[src/rtl/core/l2dhc_pkg.sv]
// shared types, codes and defaults of the l2 directory home controller
`timescale 1ns / 1ps
package l2dhc_pkg;

  localparam int ADDR_W = 42;
  localparam int TYPE_W = 3;
  localparam int CORE_W = 3;

  localparam int DEF_NUM_SETS  = 4096;
  localparam int DEF_NUM_WAYS  = 16;
  localparam int DEF_NUM_CORES = 8;
  localparam int DEF_AGE_BITS  = 16;

  localparam logic [TYPE_W-1:0] OP_GET   = 3'd0;
  localparam logic [TYPE_W-1:0] OP_GETX  = 3'd1;
  localparam logic [TYPE_W-1:0] OP_UPG   = 3'd2;
  localparam logic [TYPE_W-1:0] OP_DROP  = 3'd3;
  localparam logic [TYPE_W-1:0] OP_REPL  = 3'd4;

  localparam logic [TYPE_W-1:0] MSG_PUT      = 3'd0;
  localparam logic [TYPE_W-1:0] MSG_PUTX     = 3'd1;
  localparam logic [TYPE_W-1:0] MSG_INV      = 3'd2;
  localparam logic [TYPE_W-1:0] MSG_XFER     = 3'd3;
  localparam logic [TYPE_W-1:0] MSG_XFER_INV = 3'd4;
  localparam logic [TYPE_W-1:0] MSG_BACK_INV = 3'd5;

  typedef struct packed {
    logic [TYPE_W-1:0] op;
    logic [CORE_W-1:0] core;
    logic [ADDR_W-1:0] addr;
  } req_t;

  typedef struct packed {
    logic full;
    logic busy;
  } front_stat_t;

endpackage

[src/rtl/core/l2dhc_queue.sv]
// two entry request queue between intake and the directory engine
`timescale 1ns / 1ps
module l2dhc_queue (
  input  logic            clk,
  input  logic            rst_n,
  input  logic            push,
  input  l2dhc_pkg::req_t push_req,
  input  logic            pop,
  output logic            q_valid,
  output logic            q_full,
  output l2dhc_pkg::req_t q_req
);
  import l2dhc_pkg::*;

  req_t       ent_r [2];
  logic       wp_r, rp_r;
  logic [1:0] cnt_r;

  assign q_valid = (cnt_r != 2'd0);
  assign q_full  = (cnt_r == 2'd2);
  assign q_req   = ent_r[rp_r];

  always_ff @(posedge clk) begin
    if (push) begin
      ent_r[wp_r] <= push_req;
    end
  end

  always_ff @(posedge clk) begin
    if (!rst_n) begin
      wp_r  <= 1'b0;
      rp_r  <= 1'b0;
      cnt_r <= 2'd0;
    end else begin
      if (push) wp_r <= !wp_r;
      if (pop) rp_r <= !rp_r;
      cnt_r <= cnt_r + {1'b0, push} - {1'b0, pop};
    end
  end

  ap_no_overflow: assert property (@(posedge clk) disable iff (!rst_n)
    q_full |-> !push) else $error("queue overflow");
  ap_no_underflow: assert property (@(posedge clk) disable iff (!rst_n)
    !q_valid |-> !pop) else $error("queue underflow");
  ap_cnt: assert property (@(posedge clk) disable iff (!rst_n)
    cnt_r != 2'd3) else $error("bad queue count");

endmodule

[config.mk]
export PLATFORM = sky130hd
export DESIGN_NAME = l2dhc_queue
export DESIGN_NICKNAME = d
export VERILOG_FILES = /design/src/rtl/core/l2dhc_pkg.sv /design/src/rtl/core/l2dhc_queue.sv
export SDC_FILE = /design/constraint.sdc
export NUM_CORES = 1
export LEC_CHECK = 0
export ABC_AREA = 1
export BUFFER_PORTS_ARGS = -buffer_cell sky130_fd_sc_hd__buf_2
export CAP_MARGIN = 25
export CORE_MARGIN = 1.5
export CORE_UTILIZATION = 40
export DETAILED_ROUTE_END_ITERATION = 7
export PLACE_DENSITY = 0.66
export SYNTH_ARGS = -nofsm -noshare
export SYNTH_HDL_FRONTEND = slang
export SYNTH_SLANG_ARGS = --single-unit
[constraint.sdc]
create_clock -name clk -period 3.35 [get_ports clk]
set_input_delay 0.8375 -clock clk [delete_from_list [all_inputs] [get_ports clk]]
set_output_delay 0.8375 -clock clk [all_outputs]
set_load 0.1 [all_outputs]
; ---- Word-level counts from Yosys, hierarchy flattened
; Memory sizes are Yosys's and may differ from the RTL's. A register that Yosys moved wholly into a read port is not among the register bits.
; Index checks and enable logic that the tools add are counted.
[totals]
register_bits = 4
ramBits = 96
inputBits = 52
output_inout_bits = 50
word_cells = 14
memories = 1
[classes]
addsub = 2
n_eq_ne = 1
mux = 4
reduce_logical = 3
[mem_list]
columns = memory, words, word_bits, read_ports, rd_ports_with_merged_regs, write_ports, line
row1 = ent_r, 2, 48, 1, 1, 1, l2dhc_queue.sv:15  ; req_t ent_r [2];
[ops]
columns = operator, count
row1 = 1-bit two-way mux, 4
row2 = 2-bit by 1-bit adder with 2-bit output, 1
row3 = 2-bit equality test (second input constant), 1
row4 = 1-bit zero test, 2
row5 = 2-bit nonzero test, 1
row6 = 2-bit by 1-bit subtractor with 2-bit output, 1

; ---- Longest topological paths before layout
; Gate-level depths: netlist of the first run.
[depth]
depth_word = 3
mapped_depth = 7
mapped_depth_nobuf = 7

; ---- Worst setup path before layout of the first run
; Ideal clock, no wire load.
[synth_timing]
path_type = input -> register
startpoint = input push
endpoint = memory ent_r[0][0] (netlist name) (enable)
setup_ns = 0.455
arrival_ns = 2.894
t_required_ns = 2.895
setup_slack_ns = 0.001
stages = 2
n_path_buf = 0
path_cell_list = inv_1 -> nor2_1
[synth_via]
elab_chain_cells = 2
[synth_rtl]
columns = item, line
row1 = start: declaration, l2dhc_queue.sv:6  ; input logic push,
row2 = 1-bit two-way mux, l2dhc_queue.sv:24  ; if (push) begin
row3 = 1-bit two-way mux (implied by the code), l2dhc_queue.sv:25  ; ent_r[wp_r] <= push_req;
row4 = end: declaration, l2dhc_queue.sv:15
; Every way passes these cells.

==> impl_results.md, run 1 <==
- Status: finished, final reports clean
- Critical Path Sink Type: output pin
- Cts repair resizes: 0
- Worst hold path class: flip-flop to flip-flop
- Die Height: 100 um
- Final period utilization: 81.7%
- Via Count: approximately 1900
- Port buffer count: 101
- Post-synth EDFFs: 96
- Sequential fraction of the synthesis area: 79.2%
- Async S/R FF share, synth: 0%
- CTS tree: yes
- Pins over their slew limit: 0
- Die X: 100 um
- Worst Path Max Fanout: 35
- Remaining DRCs: 0
- Yosys warning count: 0
- VDD IR max: roughly 0.30 mV
- Leakage: 1.81 nW
- Final wirelength: 6120 um
- Post-synth cell types: 12
- Number of global-route vias before repair: 1989
- Worst Path Arrival: 1.90 ns
- Placed cell area: approximately 4400 um^2
- Row count: 35
- Slowest CP cell: dfxtp_2
- Post-route cell area: 4620 um^2
- Endpoints failing hold: 0
- Total GRT Usage: 12.8%
- Power Density: 624 nW/um^2
- Pin count of the biggest net entering global routing: 49
- Post-route setup TNS: 0 ns
- Post-Syn Area per Cell: 20.7 um^2
- Initial antenna violation count: 1
- Drt wl/cell: 15.0 um
- Slew headroom: 57.4%
- Final antenna-violating net count: 0
- Kind of critical path: flip-flop to output pin
- Crit path time final: 2.74 ns
- Initial Util: approximately 40%
- # setup viols final: 0
- Drt pass-1 iters: 3
- Layout cells sized above 1: ~57%
- Clock Latency Late Sink: 0.36 ns
- First-pass GRT wire length: 9480 um
- Mapped Cells: between 150 and 200
- Grt ovf: 0
- CTS H-tree depth: 3
- CP Cell Sequence: buf_12 -> mux2_2 -> buf_2
- Clock sink total: just over 100
- DP HPWL: about 3900 um
- RSZ-0062 raised after global routing: false
- Top-count cell post-synth: edfxtp_1
- Die ar.: 10000 um^2
- Worst-path clk slew: approximately 0.090 ns
- CP Launch Type: flip-flop
- RD Place Congestion: 0.669
- Worst slew pin tran: between 0.6 and 0.7 ns
- Synth area leaders: edfxtp_1 (77%), mux2_2 (8.4%), mux2_4 (8.0%)
- Vias per cell: 4.68
- Synth area leader: edfxtp_1
- CORE AREA: 9200 um^2
- Post-CTS Setup Repair Bufs: 0
- Post-synth net total: about 240
- Fin nets: 346
- Clock Skew: about 0.015 ns
- Fin Hold WS: 0.513 ns
- CP bufs+invs: 2
- Max-Cap Viols: 0
- Root Driver: clkbuf_8
- Ys flop type: edfxtp_1
- CTS Buf Count: 9
- Post-synth top cells: edfxtp_1 (96), mux2_2 (28), mux2_4 (20), nand2_1 (9), nor2_1 (8)
- DR iter-0 viols: 42
- Kind of cell adding the most delay to the critical path: buffers and inverters
- CP max stage delay: around 0.56 ns
- CTS Hold Buffers Added: 0
- Ports: 102
- Yosys reg bits: 101
- Area grow syn2layout: 22.5%
- Mapped cell area: 3770 um^2
- Clk buf depth: 2
- Achievable frequency: 0.365 GHz
- Top cell type's share of synthesized area: roughly three quarters
- WP data required: roughly 2.5 ns
-- sequential cells by signal (all words and copies together) (netlist names), named ones only --
signal,flops
ent_r,96
wp_r,1
cnt_r,2
rp_r,1
-- worst paths after layout --
kind | startpoint | endpoint | slack [ns] | depth (start not counted)
max | flip-flop | q_req[15] | 0.61 | 3
min | rp_r | rp_r | 0.51 | 2
max reg2reg | wp_r | ent_r[0][43] | 1.99 | 2
min reg2reg | rp_r | rp_r | 0.51 | 2
-- where the power goes --
group / switching [W] / total, W / leakage (nW) / internal [W]
combinational: 0.000527 / 0.000665 / 0.773 / 0.000138
sequential: 0.0000216 / 0.00148 / 0.943 / 0.00146
clock: 0.000395 / 0.000736 / 0.0951 / 0.000341
-- cells in the final DEF (no fill, tap or decap), drive strengths merged --
| master | Yosys | layout |
|---|---|---|
| clkbuf | 0 | 9 |
| dfxtp | 5 | 5 |
| diode | 0 | 1 |
| inv | 7 | 7 |
| clkinvlp | 0 | 1 |
| nand3 | 1 | 1 |
| nor2 | 8 | 8 |
| nand2 | 9 | 9 |
| clkinv | 0 | 4 |
| edfxtp | 96 | 96 |
| a21oi | 1 | 1 |
| ha | 2 | 2 |
| buf | 5 | 104 |
| bufinv | 0 | 1 |
| mux2 | 48 | 48 |
-- per-layer routing --
layer,GRT usage [%],wire (um)
met3,4.11,409
met4,6.50,106
met1,14.6,2500
met2,21.6,3100
met5,0,0
-- cells by family after synthesis --
logic type,synth area share (%)
buf+inv,1.86
mux,16.3
simple gates,1.83
flops,79.2
compound gates,0.133
fa+ha+maj,0.664
-- through the flow --
step	utilization (%)	instances	total power [W]	worst slack [ns]
after floorplan	-	182	0.00207	0.00110
after global placement	48.1	392	0.00217	0.995
after detailed placement	48.1	392	0.00218	0.977
after CTS	50.2	407	0.00292	0.572
after global routing	50.2	408	0.00299	0.516
final	50.2	408	0.00288	0.613
-- worst min-delay path: stages (launching register included) --
cell,delay [ns]
dfxtp_1,0.33
nor2_1,0.06
nor2_1,0.09
-- cell type report --
class                   count  area (um^2)
repair buffers            104          553
well taps                 111          139
flip-flops and latches    101         2980
fillers                   791         4580
clock buffers               9          124
multi-input cells          69          722
inverters                   7         26.3
clock inverters             6         65.1
diodes                      1         2.50
(Power assumes the default switching activity.)
==> inputs of run 2 (changes only) <==
PLACE_DENSITY = unset   (was 0.66)
clock period = 2.8 ns   (was 3.35 ns; I/O delays follow)
==> run 2 against run 1 <==
  * Clock power increased by 22%
  * Critical path depth unchanged
  * Via count increased by 0.94%
==> impl_results.md, run 2 (synthesized netlist as in run 1, its figures left out) <==
- Status: finished, final reports clean
- Root Driver: clkbuf_8
- Clock Skew: 0.00766 ns
- Layout cells sized above 1: 57.5%
- CP Launch Type: flip-flop
- CTS Hold Buffers Added: 0
- Pins over their slew limit: 0
- Die ar.: about 10000 um^2
- DR iter-0 viols: 44
- Number of global-route vias before repair: 1947
- Vias per cell: 4.70
- Row count: 35
- # setup viols final: 0
- Drt wl/cell: 14.9 um
- Largest register FFs: 96
- Hold Path Cell Cnt: 2
- Clock Latency Late Sink: 0.35 ns
- RR Startpoint: wp_r
- Placed cell area: 4440 um^2
- Area grow syn2layout: 23.0%
- VDD IR max: roughly 0.32 mV
- RD Place Congestion: slightly below 0.7
- Critical Path Sink Type: output pin
- Kind of critical path: flip-flop to output pin
- Via Count: 1926
- Commonest non-fill, non-tap cell in the layout: buf_2
- Crit Reg-Reg Endpoint: ent_r[1][47]
- Post-route setup TNS: 0 ns
- Clk buf depth: 2
- Slew headroom: 61.1%
- Worst Path Max Fanout: 33
- Port buffer count: 101
- Worst slew pin tran: 0.582 ns
- Endpoints failing hold: 0
- Crit path time final: 2.32 ns
- First-pass GRT wire length: 9220 um
- CTS H-tree depth: 3
- Final wirelength: 6110 um
- Pin count of the biggest net entering global routing: 34
- Initial Util: 41.0%
- Ports: 102
- Achievable frequency: 0.431 GHz
- Initial antenna violation count: 0
- Worst-path clk slew: ~0.090 ns
- Final Util: 50.4%
- Clock sink total: 101
- Path depth of the worst reg2reg path: 3
- R2r setup slk: 1.27 ns
- CORE AREA: 9200 um^2
- Final antenna-violating net count: 0
- Grt ovf: 0
- Most frequent cells in the layout: buf_2 (101), edfxtp_1 (96), mux2_2 (28)
- Antenna cells: 0
- Fin nets: 348
- DP HPWL: 4120 um
- Top Registers: ent_r: 96 flops, cnt_r: 2 flops
- Die Height: 100 um
- Drt pass-1 iters: 4
- Cts repair resizes: 0
- Leakage: around 1.8 nW
- Post-CTS Setup Repair Bufs: 0
- Post-route cell area: 4640 um^2
- Worst hold start: rp_r
- CTS Buf Count: 9
- Final period utilization: 82.9%
- Worst Path Arrival: around 1.6 ns
- Remaining DRCs: 0
- WP data required: 2.10 ns
- Total GRT Usage: between 10% and 20%
- CTS tree: yes
- Worst hold path class: flip-flop to flip-flop
- RSZ-0062 raised after global routing: false
- Power Density: 748 nW/um^2
- Reg with most FFs: ent_r
- Max-Cap Viols: 0
- Die X: roughly 100 um
-- run 2: metal layers --
metal | GRT usage (%) | up-vias | wire length, um
li1 | - | 910 | -
met1 | 15.0 | 938 | 2550
met2 | 21.0 | 69 | 3100
met3 | 3.34 | 9 | 382
met4 | 5.53 | 0 | 79
met5 | 0 | - | 0
-- run 2: cell type report --
| cell class | instances | area [um^2] |
|---|---|---|
| clock buffers | 9 | 124 |
| well taps | 111 | 139 |
| multi-input cells | 69 | 722 |
| repair buffers | 106 | 568 |
| fillers | 786 | 4560 |
| flip-flops and latches | 101 | 2980 |
| clock inverters | 7 | 72.6 |
| inverters | 7 | 26.3 |
-- run 2: metrics by stage --
step / setup slack (ns) / power [W] / cells / hold slack (ns)
final: 0.480 / 0.00347 / 410 / 0.522
after global routing: 0.416 / 0.00360 / 410 / 0.505
after CTS: 0.450 / 0.00352 / 410 / 0.506
after detailed placement: 0.836 / 0.00261 / 394 / 0.505
after global placement: 0.836 / 0.00260 / 394 / 0.479
after floorplan: 0.415 / 0.00247 / 182 / 0.463
-- run 2: how the worst max path moves through the flow --
stage / start / to / cells past startpoint
after floorplan: push / ent_r[0][0] / 2
after global placement: push / ent_r[1][5] / 4
after detailed placement: push / ent_r[1][5] / 4
after CTS: flip-flop / q_req[11] / 3
after global routing: flip-flop / q_req[12] / 3
final: flip-flop / q_req[11] / 3
-- run 2: worst max-delay path, cell delays in order, from the launching register on --
cell,delay (ns)
dfxtp_2,0.36
buf_12,0.24
mux2_2,0.37
buf_2,0.29
-- run 2: where the power goes --
| group | internal [W] | switching [W] |
|---|---|---|
| sequential | 0.00174 | 0.0000205 |
| combinational | 0.000167 | 0.000637 |
| clock | 0.000418 | 0.000481 |
| total | 0.00233 | 0.00114 |
==> inputs of run 3 (changes only) <==
ABC_AREA = 0   (was 1)
clock period = 2.3 ns   (was 2.8 ns; I/O delays follow)
==> run 3 against run 2 <==
  * Clock power rose by 23%
  * Critical endpoint is now q_req[15]
  * Clock skew rose by 0.0025 ns
  * Largest power group unchanged
  * Largest cell class unchanged
  * Count of clock-buffer cells in the layout did not move
  * Sequential share of layout area fell by 0.31 points
  * Core utilization rose by 0.24 points
  * Combinational power rose by 42%
  * Routed wire length rose by 0.85%
  * Via count fell by 1.8%
  * Critical path depth did not move
  * Setup slack got worse by 0.38 ns
  * Flip-flop and latch count did not move
  * Critical path type unchanged
==> impl_results.md, run 3 <==
- Status: finished, final reports clean
- Antenna cells: 0
- Fin Hold WS: 0.390 ns
- Clock Latency Late Sink: 0.37 ns
- VDD IR max: roughly 0.6 mV
- Post-synth net total: ~220
- Clock sink total: 101
- Layout cells sized above 1: 60.3%
- Reg with most FFs: ent_r
- Largest register FFs: 96
- Worst hold path class: input pin to flip-flop
- First-pass GRT wire length: 9460 um
- Post-CTS Setup Repair Bufs: 0
- Worst hold start: push_req[35]
- DP HPWL: between 3000 and 4000 um
- Yosys warning count: 0
- Root Driver: clkbuf_8
- CTS Buf Count: 9
- Ports: 102
- Worst Path Max Fanout: 31
- Post-route cell area: 4660 um^2
- Row count: 35
- Mux share of post-synthesis cell area: 16.3%
- Achievable frequency: 0.454 GHz
- Port buffer count: 101
- DR iter-0 viols: 44
- Pins over their slew limit: 0
- Hold endpoint: ent_r[1][35]
- R2r setup slk: roughly 0.90 ns
- Post-Synth Simple-Gate Area: under 10%
- Ys flop type: edfxtp_1
- Crit path time final: ~2.2 ns
- Die Height: 100 um
- Worst-path clk slew: 0.10 ns
- Endpoints failing hold: 0
- Worst setup margin: 0.0960 ns
- Post-synthesis xor/xnor area fraction: 0.830%
- Placed cell area: approximately 4500 um^2
- Commonest non-fill, non-tap cell in the layout: buf_2
- CORE AREA: 9200 um^2
- Total GRT Usage: between 10% and 20%
- Via Count: 1892
- Place WS: roughly 0.44 ns
- Initial antenna violation count: 0
- Async S/R FF share, synth: 0%
- Largest family of logic cells by synthesized area: multiplexers
- Fin nets: between 300 and 400
- Worst slew pin tran: 0.512 ns
- RSZ-0062 raised after global routing: false
- Worst Path Arrival: between 1.5 and 2 ns
- Leakage: 1.80 nW
- RR Startpoint: cnt_r[0]
- Reg area: between 2000 and 3000 um^2
- Top cell type's share of synthesized area: 76.5%
- Area grow syn2layout: 23.6%
- Critical Path Sink Type: output pin
- Post-synth EDFFs: 96
- Fillers: 783
- Crit Reg-Reg Endpoint: cnt_r[1]
- Mapped Cells: 170
- # setup viols final: 0
- Grt ovf: 0
- CP Launch Type: flip-flop
- Power Density: 943 nW/um^2
- Die ar.: 10000 um^2
- Vias per cell: 4.75
- Drt pass-1 iters: 4
- Synth Area in Compound Gates: less than 1%
- Cts repair resizes: 0
- Remaining DRCs: 0
- Number of global-route vias before repair: 1891
- Top-count cell post-synth: edfxtp_1
- CTS H-tree depth: 3
- Synth area leader: edfxtp_1
- Clk buf depth: 2
- Hold Path Cell Cnt: 1
- Die X: approximately 100 um
- Mapped cell area: approximately 3800 um^2
- Adder-cell share of the synthesized area: 0.664%
- Top Registers: ent_r: 96 flops, cnt_r: 2 flops
- Path depth of the worst reg2reg path: 6
- Drt wl/cell: 15.5 um
- Sequential fraction of the synthesis area: 79.1%
- CTS Hold Buffers Added: 0
- Kind of critical path: flip-flop to output pin
- RD Place Congestion: 0.699
- WP data required: 1.73 ns
- Final antenna-violating net count: 0
- Post-route setup TNS: 0 ns
- Initial Util: 41.0%
- Final period utilization: about 96%
- Max-Cap Viols: 0
- Multi-input gate area: 744 um^2
- Clock Skew: around 0.010 ns
- Most frequent cells in the layout: buf_2 (101), edfxtp_1 (96), mux2_2 (28)
- Pin count of the biggest net entering global routing: between 40 and 50
- Post-synth cell types: 14
- CTS tree: yes
- Slew headroom: about two thirds
- Yosys reg bits: approximately 100
- Post-synth top cells: edfxtp_1 (96), mux2_2 (28), mux2_4 (20), dfxtp_1 (5)
- Post-Syn Area per Cell: 22.2 um^2
- Synth area leaders: edfxtp_1 (76%), mux2_2 (8.4%), mux2_4 (8.0%)
- Final wirelength: between 6000 and 7000 um
-- run 3: changes by cell type in the layout (fill, tap and decap cells not counted), moves of 3 or more --
cell,delta
nand2_1,-9
nor2_1,-7
inv_1,-4
and2_1,+3
nor2b_1,+3
-- run 3: worst max-delay path by stage --
| stage | end | slack [ns] | cells past startpoint |
|---|---|---|---|
| final | q_req[15] | 0.1 | 3 |
| after global routing | q_req[25] | 0.03 | 3 |
| after CTS | q_req[3] | 0.03 | 3 |
| after detailed placement | q_req[3] | 0.44 | 3 |
| after global placement | q_req[2] | 0.46 | 3 |
| after floorplan | ent_r[0][0] | 0.01 | 1 |
-- run 3: per-stage QoR --
stage          util, %  cells  total power, W
3_3_place_gp      48.4    382         0.00333
4_1_cts           50.6    398         0.00444
2_1_floorplan        -    170         0.00315
5_1_grt           50.7    398         0.00454
6_report          50.7    398         0.00439
3_5_place_dp      48.4    382         0.00334
-- run 3: cell type report --
type | instances | area share (%)
clock buffer | 9 | 2.66
clock inverter | 7 | 1.61
inverter | 2 | 0.161
multi-input combinational | 62 | 16.0
sequential | 101 | 64.1
tap | 111 | 2.98
timing repair buffer | 106 | 12.5
-- run 3: worst max-delay path, stage by stage, from the launching register on --
cell and delay [ns]:
dfxtp_2 0.37, buf_12 0.23, mux2_2 0.37, buf_2 0.29
-- run 3: kinds of logic after synthesis --
| group | count (synthesis) |
|---|---|
| DFF | 101 |
| adders and majority gates | 2 |
| xor gates and xnor gates | 2 |
| muxes | 48 |
| AOI/OAI and AO/OA | 1 |
| buffers and inverters | 7 |
| and+or+nand+nor | 9 |
-- run 3: metal layers --
| layer | vias to the layer above | global-route usage (%) | routed length [um] |
|---|---|---|---|
| met4 | 0 | 7.48 | 143 |
| met1 | 922 | 15.3 | 2650 |
| met3 | 9 | 5.57 | 548 |
| met5 | - | 0 | 0 |
| li1 | 889 | - | - |
| met2 | 72 | 19.6 | 2820 |
-- run 3: power by group --
part           internal, W  switching, W  leakage (nW)  total, W
Sequential         0.00212     0.0000289         0.943   0.00215
Combinational     0.000253      0.000884         0.765   0.00114
Clock             0.000506      0.000599        0.0935   0.00111
Total              0.00288       0.00151          1.80   0.00439
